<file path="config.mk">
export PLATFORM = sky130hd
export DESIGN_NAME = quoted_printable_decoder_top_flat
export DESIGN_NICKNAME = d
export VERILOG_FILES = /design/src/qpd_pkg.sv /design/src/qpd_ifs.sv /design/src/qpd_decode.sv /design/src/qpd_emit.sv /design/src/quoted_printable_decoder_top.sv /design/src/flat_wrapper.sv
export VERILOG_INCLUDE_DIRS = /design/src /design/src/src
export SDC_FILE = /design/constraint.sdc
export NUM_CORES = 1
export LEC_CHECK = 0
export BUFFER_PORTS_ARGS = -buffer_cell sky130_fd_sc_hd__buf_2
export CAP_MARGIN = 20
export CORE_MARGIN = 5
export CORE_UTILIZATION = 54
export CTS_CLUSTER_DIAMETER = 150
export DETAILED_ROUTE_END_ITERATION = 10
export GPL_TIMING_DRIVEN = 0
export PLACE_DENSITY = 0.75
export SYNTH_ARGS = -nofsm -noshare
export SYNTH_HDL_FRONTEND = slang
export SYNTH_HIERARCHICAL = 1
export SYNTH_SLANG_ARGS = --single-unit
</file>
<file path="constraint.sdc">
create_clock -name clock -period 2.4 [get_ports clock]
set_input_delay 0.24 -clock clock [delete_from_list [all_inputs] [get_ports clock]]
set_output_delay 0.24 -clock clock [all_outputs]
set_load 0.05 [all_outputs]
</file>
<file path="src/assert_macros.svh">
// Assertion macros shared by the RTL files.
`ifndef ASSERT_MACROS_SVH
`define ASSERT_MACROS_SVH

// Check that the consequent holds in the same cycle as the antecedent.
`define QPD_ASSERT_NOW(lbl, ante, cons, msg) \
   lbl: assert property (@(posedge clock) disable iff (reset) (ante) |-> (cons)) \
      else $error(msg);

// Check that the consequent holds in the cycle after the antecedent.
`define QPD_ASSERT_NEXT(lbl, ante, cons, msg) \
   lbl: assert property (@(posedge clock) disable iff (reset) (ante) |=> (cons)) \
      else $error(msg);

`endif

</file>
<file path="src/qpd_pkg.sv">
// Package: types, character constants and helpers of the quoted-printable decoder.
package qpd_pkg;

   localparam logic [7:0] CHAR_EOL = 8'h00;
   localparam logic [7:0] CHAR_EQ  = 8'h3D;
   localparam logic [7:0] CHAR_CR  = 8'h0D;
   localparam logic [7:0] CHAR_0   = 8'h30;
   localparam logic [7:0] CHAR_9   = 8'h39;
   localparam logic [7:0] CHAR_A   = 8'h41;
   localparam logic [7:0] CHAR_F   = 8'h46;

   localparam int unsigned MAX_RESULTS = 3;

   typedef enum logic [1:0] {
      KIND_DATA = 2'd0,
      KIND_HARD = 2'd1,
      KIND_SOFT = 2'd2
   } kind_type;

   typedef enum logic [1:0] {
      PHASE_IDLE  = 2'd0,
      PHASE_EQ    = 2'd1,
      PHASE_DIGIT = 2'd2
   } phase_type;

   typedef struct packed {
      kind_type   kind;
      logic [7:0] out_byte;
   } result_type;

   // Results caused by one character, slot 0 first.
   typedef struct packed {
      logic [1:0]                       count;
      result_type [MAX_RESULTS-1:0]     slot;
   } decode_type;

   // Hex digit check: bit 4 set for an upper-case hex digit, bits 3:0 its value.
   function automatic logic [4:0] hex_digit(input logic [7:0] c);
      logic [7:0] diff;
      diff = 8'h00;
      if (c >= CHAR_0 && c <= CHAR_9) begin
         diff = c - CHAR_0;
         return {1'b1, diff[3:0]};
      end else if (c >= CHAR_A && c <= CHAR_F) begin
         diff = c - CHAR_A + 8'd10;
         return {1'b1, diff[3:0]};
      end
      return 5'b0_0000;
   endfunction

endpackage

</file>
<file path="src/qpd_ifs.sv">
// Valid/ready channel interfaces for characters in and decoded results out.
interface qpd_req_if;
   logic       valid;
   logic       ready;
   logic [7:0] char_code;

   modport source (output valid, output char_code, input ready);
   modport sink   (input valid, input char_code, output ready);
endinterface

interface qpd_rsp_if;
   logic       valid;
   logic       ready;
   logic [1:0] kind;
   logic [7:0] out_byte;
   logic       last;

   modport source (output valid, output kind, output out_byte, output last, input ready);
   modport sink   (input valid, input kind, input out_byte, input last, output ready);
endinterface

</file>
<file path="src/qpd_decode.sv">
// Escape state machine and per-character decode into up to three results.
module qpd_decode (
   input  logic                 clock,
   input  logic                 reset,
   input  logic                 accept,
   input  logic [7:0]           char_code,
   output qpd_pkg::decode_type  dec
);

   qpd_pkg::phase_type phase_ff, phase_in;
   logic [7:0]         first_ff, first_in;
   logic [4:0]         hex_c, hex_first;
   logic               is_eol;

   assign hex_c     = qpd_pkg::hex_digit(char_code);
   assign hex_first = qpd_pkg::hex_digit(first_ff);
   assign is_eol    = (char_code == qpd_pkg::CHAR_EOL);

   // Next state.
   always_comb begin
      phase_in = phase_ff;
      first_in = first_ff;
      if (accept) begin
         phase_in = qpd_pkg::PHASE_IDLE;
         unique case (phase_ff)
            qpd_pkg::PHASE_EQ: begin
               if (!is_eol && hex_c[4]) begin
                  phase_in = qpd_pkg::PHASE_DIGIT;
                  first_in = char_code;
               end
            end
            qpd_pkg::PHASE_DIGIT: begin
               phase_in = qpd_pkg::PHASE_IDLE;
            end
            default: begin
               if (char_code == qpd_pkg::CHAR_EQ) begin
                  phase_in = qpd_pkg::PHASE_EQ;
               end
            end
         endcase
      end
   end

   // Results for the current character.
   always_comb begin
      dec = '0;
      unique case (phase_ff)
         qpd_pkg::PHASE_EQ: begin
            if (is_eol) begin
               dec.count   = 2'd1;
               dec.slot[0] = '{kind: qpd_pkg::KIND_SOFT, out_byte: 8'h00};
            end else if (!hex_c[4]) begin
               dec.count   = 2'd2;
               dec.slot[0] = '{kind: qpd_pkg::KIND_DATA, out_byte: qpd_pkg::CHAR_EQ};
               dec.slot[1] = '{kind: qpd_pkg::KIND_DATA, out_byte: char_code};
            end
         end
         qpd_pkg::PHASE_DIGIT: begin
            if (is_eol) begin
               dec.count   = 2'd3;
               dec.slot[0] = '{kind: qpd_pkg::KIND_DATA, out_byte: qpd_pkg::CHAR_EQ};
               dec.slot[1] = '{kind: qpd_pkg::KIND_DATA, out_byte: first_ff};
               dec.slot[2] = '{kind: qpd_pkg::KIND_HARD, out_byte: 8'h00};
            end else if (hex_c[4]) begin
               // drop a decoded carriage return
               if ({hex_first[3:0], hex_c[3:0]} != qpd_pkg::CHAR_CR) begin
                  dec.count   = 2'd1;
                  dec.slot[0] = '{kind: qpd_pkg::KIND_DATA,
                                  out_byte: {hex_first[3:0], hex_c[3:0]}};
               end
            end else begin
               dec.count   = 2'd3;
               dec.slot[0] = '{kind: qpd_pkg::KIND_DATA, out_byte: qpd_pkg::CHAR_EQ};
               dec.slot[1] = '{kind: qpd_pkg::KIND_DATA, out_byte: first_ff};
               dec.slot[2] = '{kind: qpd_pkg::KIND_DATA, out_byte: char_code};
            end
         end
         default: begin
            if (is_eol) begin
               dec.count   = 2'd1;
               dec.slot[0] = '{kind: qpd_pkg::KIND_HARD, out_byte: 8'h00};
            end else if (char_code != qpd_pkg::CHAR_EQ) begin
               dec.count   = 2'd1;
               dec.slot[0] = '{kind: qpd_pkg::KIND_DATA, out_byte: char_code};
            end
         end
      endcase
   end

   always_ff @(posedge clock) begin
      if (reset) begin
         phase_ff <= qpd_pkg::PHASE_IDLE;
      end else begin
         phase_ff <= phase_in;
      end
   end

   always_ff @(posedge clock) begin
      first_ff <= first_in;
   end

endmodule

</file>
<file path="src/qpd_emit.sv">
// Result register: holds up to three results, gives one per cycle while ready.
module qpd_emit (
   input  logic                 clock,
   input  logic                 reset,
   input  logic                 load,
   input  qpd_pkg::decode_type  dec,
   input  logic                 out_ready,
   output logic                 out_valid,
   output qpd_pkg::result_type  out_result,
   output logic                 out_last,
   output logic                 free
);

   logic [1:0]                                   count_ff, count_in;
   qpd_pkg::result_type [qpd_pkg::MAX_RESULTS-1:0] slot_ff, slot_in;
   logic                                         pop;

   assign out_valid  = (count_ff != 2'd0);
   assign out_result = slot_ff[0];
   assign out_last   = (count_ff == 2'd1);
   assign pop        = out_valid && out_ready;
   assign free       = !out_valid || (pop && out_last);

   always_comb begin
      count_in = count_ff;
      slot_in  = slot_ff;
      if (load) begin
         count_in = dec.count;
         slot_in  = dec.slot;
      end else if (pop) begin
         // advance the queue by one
         count_in   = count_ff - 2'd1;
         slot_in[0] = slot_ff[1];
         slot_in[1] = slot_ff[2];
      end
   end

   always_ff @(posedge clock) begin
      if (reset) begin
         count_ff <= 2'd0;
      end else begin
         count_ff <= count_in;
      end
   end

   always_ff @(posedge clock) begin
      slot_ff <= slot_in;
   end

endmodule

</file>
<file path="src/quoted_printable_decoder_top.sv">
// Top level of the quoted-printable decoder.
// An accepted character's results are registered and show from the next cycle on.
// Throughput: one character per cycle when it makes at most one result and the
//   receiver is ready; a character that makes two or three results holds the input.
// The result register sets the rate: it takes a character when empty or giving its last.
// Reset (synchronous, active high) leaves the escape and drops pending results.
`include "assert_macros.svh"

module quoted_printable_decoder_top (
   input  logic        clock,
   input  logic        reset,
   qpd_req_if.sink     req_ch,
   qpd_rsp_if.source   rsp_ch
);

   qpd_pkg::decode_type dec;
   qpd_pkg::result_type result;
   logic                free;
   logic                req_accept;

   // Take a transaction whenever the result register is empty or empties in this cycle,
   // so a new character can land right behind the last result of the previous one.
   assign req_ch.ready = free;
   assign req_accept   = req_ch.valid && free;

   // Decode the incoming character against the current escape state; the
   // state advances only on an accepted transaction.
   qpd_decode u_decode (
      .clock     (clock),
      .reset     (reset),
      .accept    (req_accept),
      .char_code (req_ch.char_code),
      .dec       (dec)
   );

   // Hold the results of one character and drain them in order.
   qpd_emit u_emit (
      .clock      (clock),
      .reset      (reset),
      .load       (req_accept),
      .dec        (dec),
      .out_ready  (rsp_ch.ready),
      .out_valid  (rsp_ch.valid),
      .out_result (result),
      .out_last   (rsp_ch.last),
      .free       (free)
   );

   assign rsp_ch.kind     = result.kind;
   assign rsp_ch.out_byte = result.out_byte;

   // A new character may only enter when no result but the one leaving now is pending.
   `QPD_ASSERT_NOW(a_accept_when_drained, req_accept, !rsp_ch.valid || (rsp_ch.ready && rsp_ch.last), "character accepted over pending results")
   // Line ends always close the results of their character.
   `QPD_ASSERT_NOW(a_line_end_last, rsp_ch.valid && (result.kind != qpd_pkg::KIND_DATA), rsp_ch.last, "line end not marked last")
   // Results of one character come out without a gap.
   `QPD_ASSERT_NEXT(a_no_gap, rsp_ch.valid && rsp_ch.ready && !rsp_ch.last, rsp_ch.valid, "gap inside results of one character")

endmodule

</file>
<file path="src/flat_wrapper.sv">
// flat-port wrapper written by rule: the top's interface ports become plain ports
module quoted_printable_decoder_top_flat 
  (clock, reset, req_ch_valid, req_ch_char_code, req_ch_ready, rsp_ch_valid, rsp_ch_kind, rsp_ch_out_byte, rsp_ch_last, rsp_ch_ready);
  qpd_req_if req_ch_i ();
  qpd_rsp_if rsp_ch_i ();
  input  logic clock;
  input  logic reset;
  input wire logic [$bits(req_ch_i.valid)-1:0] req_ch_valid;
  input wire logic [$bits(req_ch_i.char_code)-1:0] req_ch_char_code;
  output wire logic [$bits(req_ch_i.ready)-1:0] req_ch_ready;
  output wire logic [$bits(rsp_ch_i.valid)-1:0] rsp_ch_valid;
  output wire logic [$bits(rsp_ch_i.kind)-1:0] rsp_ch_kind;
  output wire logic [$bits(rsp_ch_i.out_byte)-1:0] rsp_ch_out_byte;
  output wire logic [$bits(rsp_ch_i.last)-1:0] rsp_ch_last;
  input wire logic [$bits(rsp_ch_i.ready)-1:0] rsp_ch_ready;
  assign req_ch_i.valid = req_ch_valid;
  assign req_ch_i.char_code = req_ch_char_code;
  assign req_ch_ready = req_ch_i.ready;
  assign rsp_ch_valid = rsp_ch_i.valid;
  assign rsp_ch_kind = rsp_ch_i.kind;
  assign rsp_ch_out_byte = rsp_ch_i.out_byte;
  assign rsp_ch_last = rsp_ch_i.last;
  assign rsp_ch_i.ready = rsp_ch_ready;
  quoted_printable_decoder_top u_core (.clock(clock), .reset(reset), .req_ch(req_ch_i), .rsp_ch(rsp_ch_i));
endmodule
</file>
After elaboration in Yosys (flattened, before gate mapping):

Cells that the tools add are included.

* input bits: 12
* register bits after elaboration: 42

* muxes and demuxes: 35
* bitwise gates (word level): 1
* order comparisons: 8
* add/sub/neg operators: 7
* reductions and logical operators: 17
* equality and inequality tests: 6

Operators by type and width (number)
* 20-bit 2-to-1 mux: 2
* 10-bit case mux with 2 select lines: 2
* 18-bit 2-to-1 mux: 2
* 32-bit 2-to-1 mux: 1
* 8-bit 2-to-1 mux: 3
* 10-bit 2-to-1 mux: 2
* 8-bit by 6-bit greater-or-equal comparator with 1-bit output, second input constant: 2
* 8-bit by 7-bit greater-or-equal comparator with 1-bit output, second input constant: 2
* 8-bit by 6-bit less-or-equal comparator with 1-bit output, second input constant: 2
* 8-bit by 7-bit less-or-equal comparator with 1-bit output, second input constant: 2
* 4-bit by 1-bit subtractor with 4-bit output, second input constant: 4
* 5-bit 2-to-1 mux: 3
* 2-bit 2-to-1 mux: 6
* 4-bit 2-to-1 mux: 3
* 9-bit 2-to-1 mux: 1
* 4-bit adder, second input constant: 2
* 8-bit by 6-bit == test with 1-bit output, second input constant: 1
* 1-bit logical AND: 8
* 8-bit zero test: 1
* 1-bit 2-to-1 mux: 8
* 8-bit by 4-bit != test with 1-bit output, second input constant: 1
* 8-bit by 6-bit != test with 1-bit output, second input constant: 1
* 2-bit case mux with 2 select lines: 2
* 2-bit by 1-bit == test with 1-bit output, second input constant: 2
* other kinds (9): 11

Depth between registers and ports, before layout:

* depth after elaboration: 11
* depth in mapped cells: 9
* gate-level depth less buffers: 9

Hierarchy:

The synthesis kept the hierarchy.

By module, submodules not included
* qpd_emit: instances 1, seq. area each 940.9 sq um, cells each 81, area an instance 1367.6 sq um
* qpd_decode: instances 1, seq. area each 280.3 sq um, cells each 148, area an instance 1234.9 sq um
* quoted_printable_decoder_top: instances 1, seq. area each 0.0 sq um, cells each 1, area an instance 6.3 sq um

Least setup slack after synthesis:

OpenSTA, ideal clock, no wires.

* path type: flip-flop to flip-flop
* start point: reg u_core.u_emit.count_ff[0]
* end point: reg u_core.u_emit.slot_ff (netlist bit u_core/u_emit/out_result[0]), enable pin
* slack: -0.451 ns
* cell stages (with the launch flop): 8
* data arrival time: 2.550 ns
* setup time: 0.301 ns
* period minus slack after synthesis: 2.851 ns
* cells stage by stage: dfxtp_1 > inv_1 > ha_1 > inv_1 > nand2_1 > and2_1 > buf_4 > or2_2

* longest elaborated chain between the ends: 6
* elaborated cells between the ends (all ways): 8

RTL lines
* start: declaration: RTL line qpd_emit.sv:14 `logic [1:0] count_ff, count_in;`
* start signal: assignment: RTL line qpd_emit.sv:42 `count_ff <= count_in;`
* 2-bit nonzero test *: RTL line qpd_emit.sv:18 `assign out_valid = (count_ff != 2'd0);`
* net rsp_ch_valid: RTL line flat_wrapper.sv:11 `output wire logic [$bits(rsp_ch_i.valid)-1:0] rsp_ch_valid;`
* 1-bit logical AND: RTL line qpd_emit.sv:21 `assign pop = out_valid && out_ready;`
* 1-bit logical AND: RTL line qpd_emit.sv:22 `assign free = !out_valid || (pop && out_last);`
* 1-bit logical OR *: RTL line qpd_emit.sv:22
* net req_ch_ready: RTL line flat_wrapper.sv:10 `output wire logic [$bits(req_ch_i.ready)-1:0] req_ch_ready;`
* 1-bit logical AND *: RTL line quoted_printable_decoder_top.sv:24 `assign req_accept = req_ch.valid && free;`
* net u_core.req_accept: RTL line quoted_printable_decoder_top.sv:19 `logic req_accept;`
* 2-bit nonzero test (no line) *
* end signal: assignment: RTL line qpd_emit.sv:47 `slot_ff <= slot_in;`
* end: declaration: RTL line qpd_emit.sv:15 `qpd_pkg::result_type [qpd_pkg::MAX_RESULTS-1:0] slot_ff, slot_in;`

Mark *: on every way through the listed nets, which the timed path passes. The rest lies on a longest branch.
A chain may end at the register's enable or synchronous reset.

==> results.md <==
* Final setup fails at 0
* Max transition margin at 57.8%
* Global-route wire length before repair at 8580 um
* Fin area at a little over 3000 um2
* Die Ht at 79.5 um
* Seq/Total Area, Yosys at 46.8%
* Top_reg_cell synth: edfxtp_1
* Internal power at 1430 uW
* PortBufs at 24
* Total grt overflow at 0
* Fin. max-slew vios at 0
* Worst r2r dst: u_core/u_emit/out_result[3]
* Switching power at just over 600 uW
* Final Hold Fails at 0
* Inst Count DP at 310
* Critical path peak fanout at 4
* Async S/R FF share, synth at 0%
* Synthesized instance count at 230
* Clock Path Buffers at 2
* CTS Buf Count at 5
* Critical Path Sink Type: flop
* Vias per cell at 5.88
* List of most frequent post-synthesis cells: 38 x edfxtp_1, 21 x nor2_1, 20 x mux2_2
* Number of max-cap violations at 0
* Worst-margin pin slew at 630 ps
* Max IR drop VDD at 0.000414 V
* Worst r2r path cells at 8
* DR iter-0 viols at 136
* Die Width at 79.5 um
* H-tree depth at 2
* Seq pwr share at about 46%
* Std-Cell Core Area at 4690 um2
* Tcrit/Tclk final at 99.9%
* R2r startpoint: u_core/u_decode/first_ff[1]
* Ports at 25
* Root buffer cell: clkbuf_8
* Combinational share of power at between 20% and 30%
* WL final at 5270 um
* Initial antenna violation count at 0
* Vias at 1939
* Nets at roughly 300
* CTS tree: done
* Power share of the clock group at 27.3%
* Worst Skew at 5.57 ps
* Sinks on Clock Net at 42
* Layout cells sized above 1 at 38.8%
* PwrDens at 656 nW/um2
* Worst skew pair latency at 290 ps
* Post-route ant nets at 0
* Final Non-Filler Cells at 330
* Vias in the first global route at 1718
* Total GRT Usage at between 10% and 20%
* Area grow syn2layout at 18.6%
* DP Area at between 2000 and 3000 um2
* Yosys Warn Count at 6
* Routed len/inst at 16.0 um
* Layout Utilization at 65.9%
* Status: completed
* Yosys reg bits at 42
* Worst Path Required at about 2500 ps
* Synth area leader: edfxtp_1
* Starting Density at between 50% and 60%
* Setup WS pre-CTS at -273 ps
* R2R Setup Slk at 3 ps
* Syn Std Cell Area at roughly 2600 um2
* Clock transition at path regs at roughly 80 ps
* Crit path time final at 2400 ps
* DIE AREA at about 6300 um2
* WHS Path Cells at 2
* Hold Path Origin: reset
* Max Clock Freq at 417 MHz
* Arrival time at the worst endpoint at 2450 ps
* RSZ-0062 raised after global routing: yes
* Largest net degree at the start of global routing at 21
* Worst min path class: primary input to flop
* Leakage at 0.00122 uW
* Setup CP Type: flop to flop
* Final worst setup slack at 2.93 ps
* Placer Congestion at 0.881
* ANT cells at 0
* WHS Endpoint: u_core/u_emit/count_ff[0]
* DP HPWL at 3720 um
* EDFF count, synth at 38
* Synth top area cells: edfxtp_1 44%, mux2_2 8.6%, ha_1 5.8%
* Sw frac at 29.8%
* DR DRC count at 0
* WHS at around 150 ps
* Most common cell in the netlist: edfxtp_1
* Syn_area_per_cell at 11.3 um2
* Yosys top cell area share at approximately 44%
* CP Launch Type: flop
* Row Count at 25
* First-pass detailed-route iteration total at 4
* Netlist cell types at 48
-- worst max path at each step --
stage	start	to	slack (ps)
after floorplan	u_core/u_emit/count_ff[0]	u_core/u_emit/out_result[0]	60
after global placement	req_ch_char_code[1]	u_core/u_emit/out_result[0]	-250
after detailed placement	req_ch_char_code[1]	u_core/u_emit/out_result[0]	-270
after CTS	u_core/u_decode/first_ff[1]	u_core/u_emit/out_result[2]	5
after global routing	u_core/u_decode/first_ff[1]	u_core/u_emit/out_result[2]	-80
final	u_core/u_decode/first_ff[1]	u_core/u_emit/out_result[3]	3
-- power by group through the flow --
stage	clock network, uW	registers, uW	logic (uW)
floorplan	0	952	430
global placement	0	954	521
detailed placement	0	959	528
CTS	558	943	531
global route	599	952	575
finish	553	942	535
-- routing by layer --
layer	GRT usage, %	part of all wire [%]	vias to the layer above
li1	-	-	933
met2	27.6	47	68
met1	24.9	45	921
met5	0	0	-
met4	4.47	2.0	0
met3	3.50	6.2	17
-- final cells by class --
type,count,area [um2]
Inverter,14,56.3
Sequential cell,42,1220
Multi-Input combinational cell,156,1290
Buffer,20,133
Timing Repair Buffer,36,214
Fill cell,366,1600
Clock buffer,6,72.6
Tap cell,54,67.6
Clock inverter,2,37.5
-- cells in the final DEF (no fill, tap or decap), drive strengths merged, types with 2 or more instances in the layout --
cell      instances
edfxtp           38
and2             10
nand3             7
nor3b             2
buf              52
a21oi             8
o41ai             3
clkinvlp          2
nor4b             4
a22oi            10
nor4              2
nor2b             3
nand4             2
ha               12
o21ai             3
o32a              2
nand2            11
a22o              2
inv              13
clkbuf           10
conb              3
o211ai            5
and3              5
dfxtp             4
o21bai            2
mux2i             3
mux2             20
nor2             21
and4bb            2
-- through the flow --
stage,power (uW),TNS [ps]
after global routing,2130,-248
after CTS,2030,0
final,2030,0
after floorplan,1380,0
after detailed placement,1490,-2990
after global placement,1480,-2550
-- registers in the layout (all words and copies together) (netlist names) --
| register | count |
|---|---|
| u_core/u_decode/first_ff | 8 |
| u_core/u_decode/phase_ff | 2 |
| u_core/u_emit/count_ff | 2 |
| u_core/u_emit/out_result | 10 |
| u_core/u_emit/slot_ff | 20 |
-- cell families (layout without fill, tap and decap cells) --
logic type / after synthesis / after routing / share of synthesized area, %
AND/OR/NAND/NOR: 76 / 76 / 18.3
flip-flops: 42 / 42 / 46.8
AO/OA/AOI/OAI: 41 / 41 / 11.8
buffers and inverters: 34 / 78 / 7.10
multiplexers: 23 / 23 / 9.78
adder cells (fa/ha/maj): 12 / 12 / 5.76
other: 1 / 3 / 0.144
XOR/XNOR: 1 / 1 / 0.336
-- what timing repair did --
item,in CTS,in global routing
endpoints found under the setup margin,3,22
hold buffers,0,0
buffers inserted,4,8
pin swaps,5,8
resized for setup,5,14
-- critical path: stages, from the launching register on --
cell      delay, ps
edfxtp_1        440
inv_2            90
ha_2            200
o21bai_1        180
a21oi_2         100
a221o_2         420
nor4b_2         280
o211ai_1        150
mux2_4          280
Power figures use the tool's default switching activity.
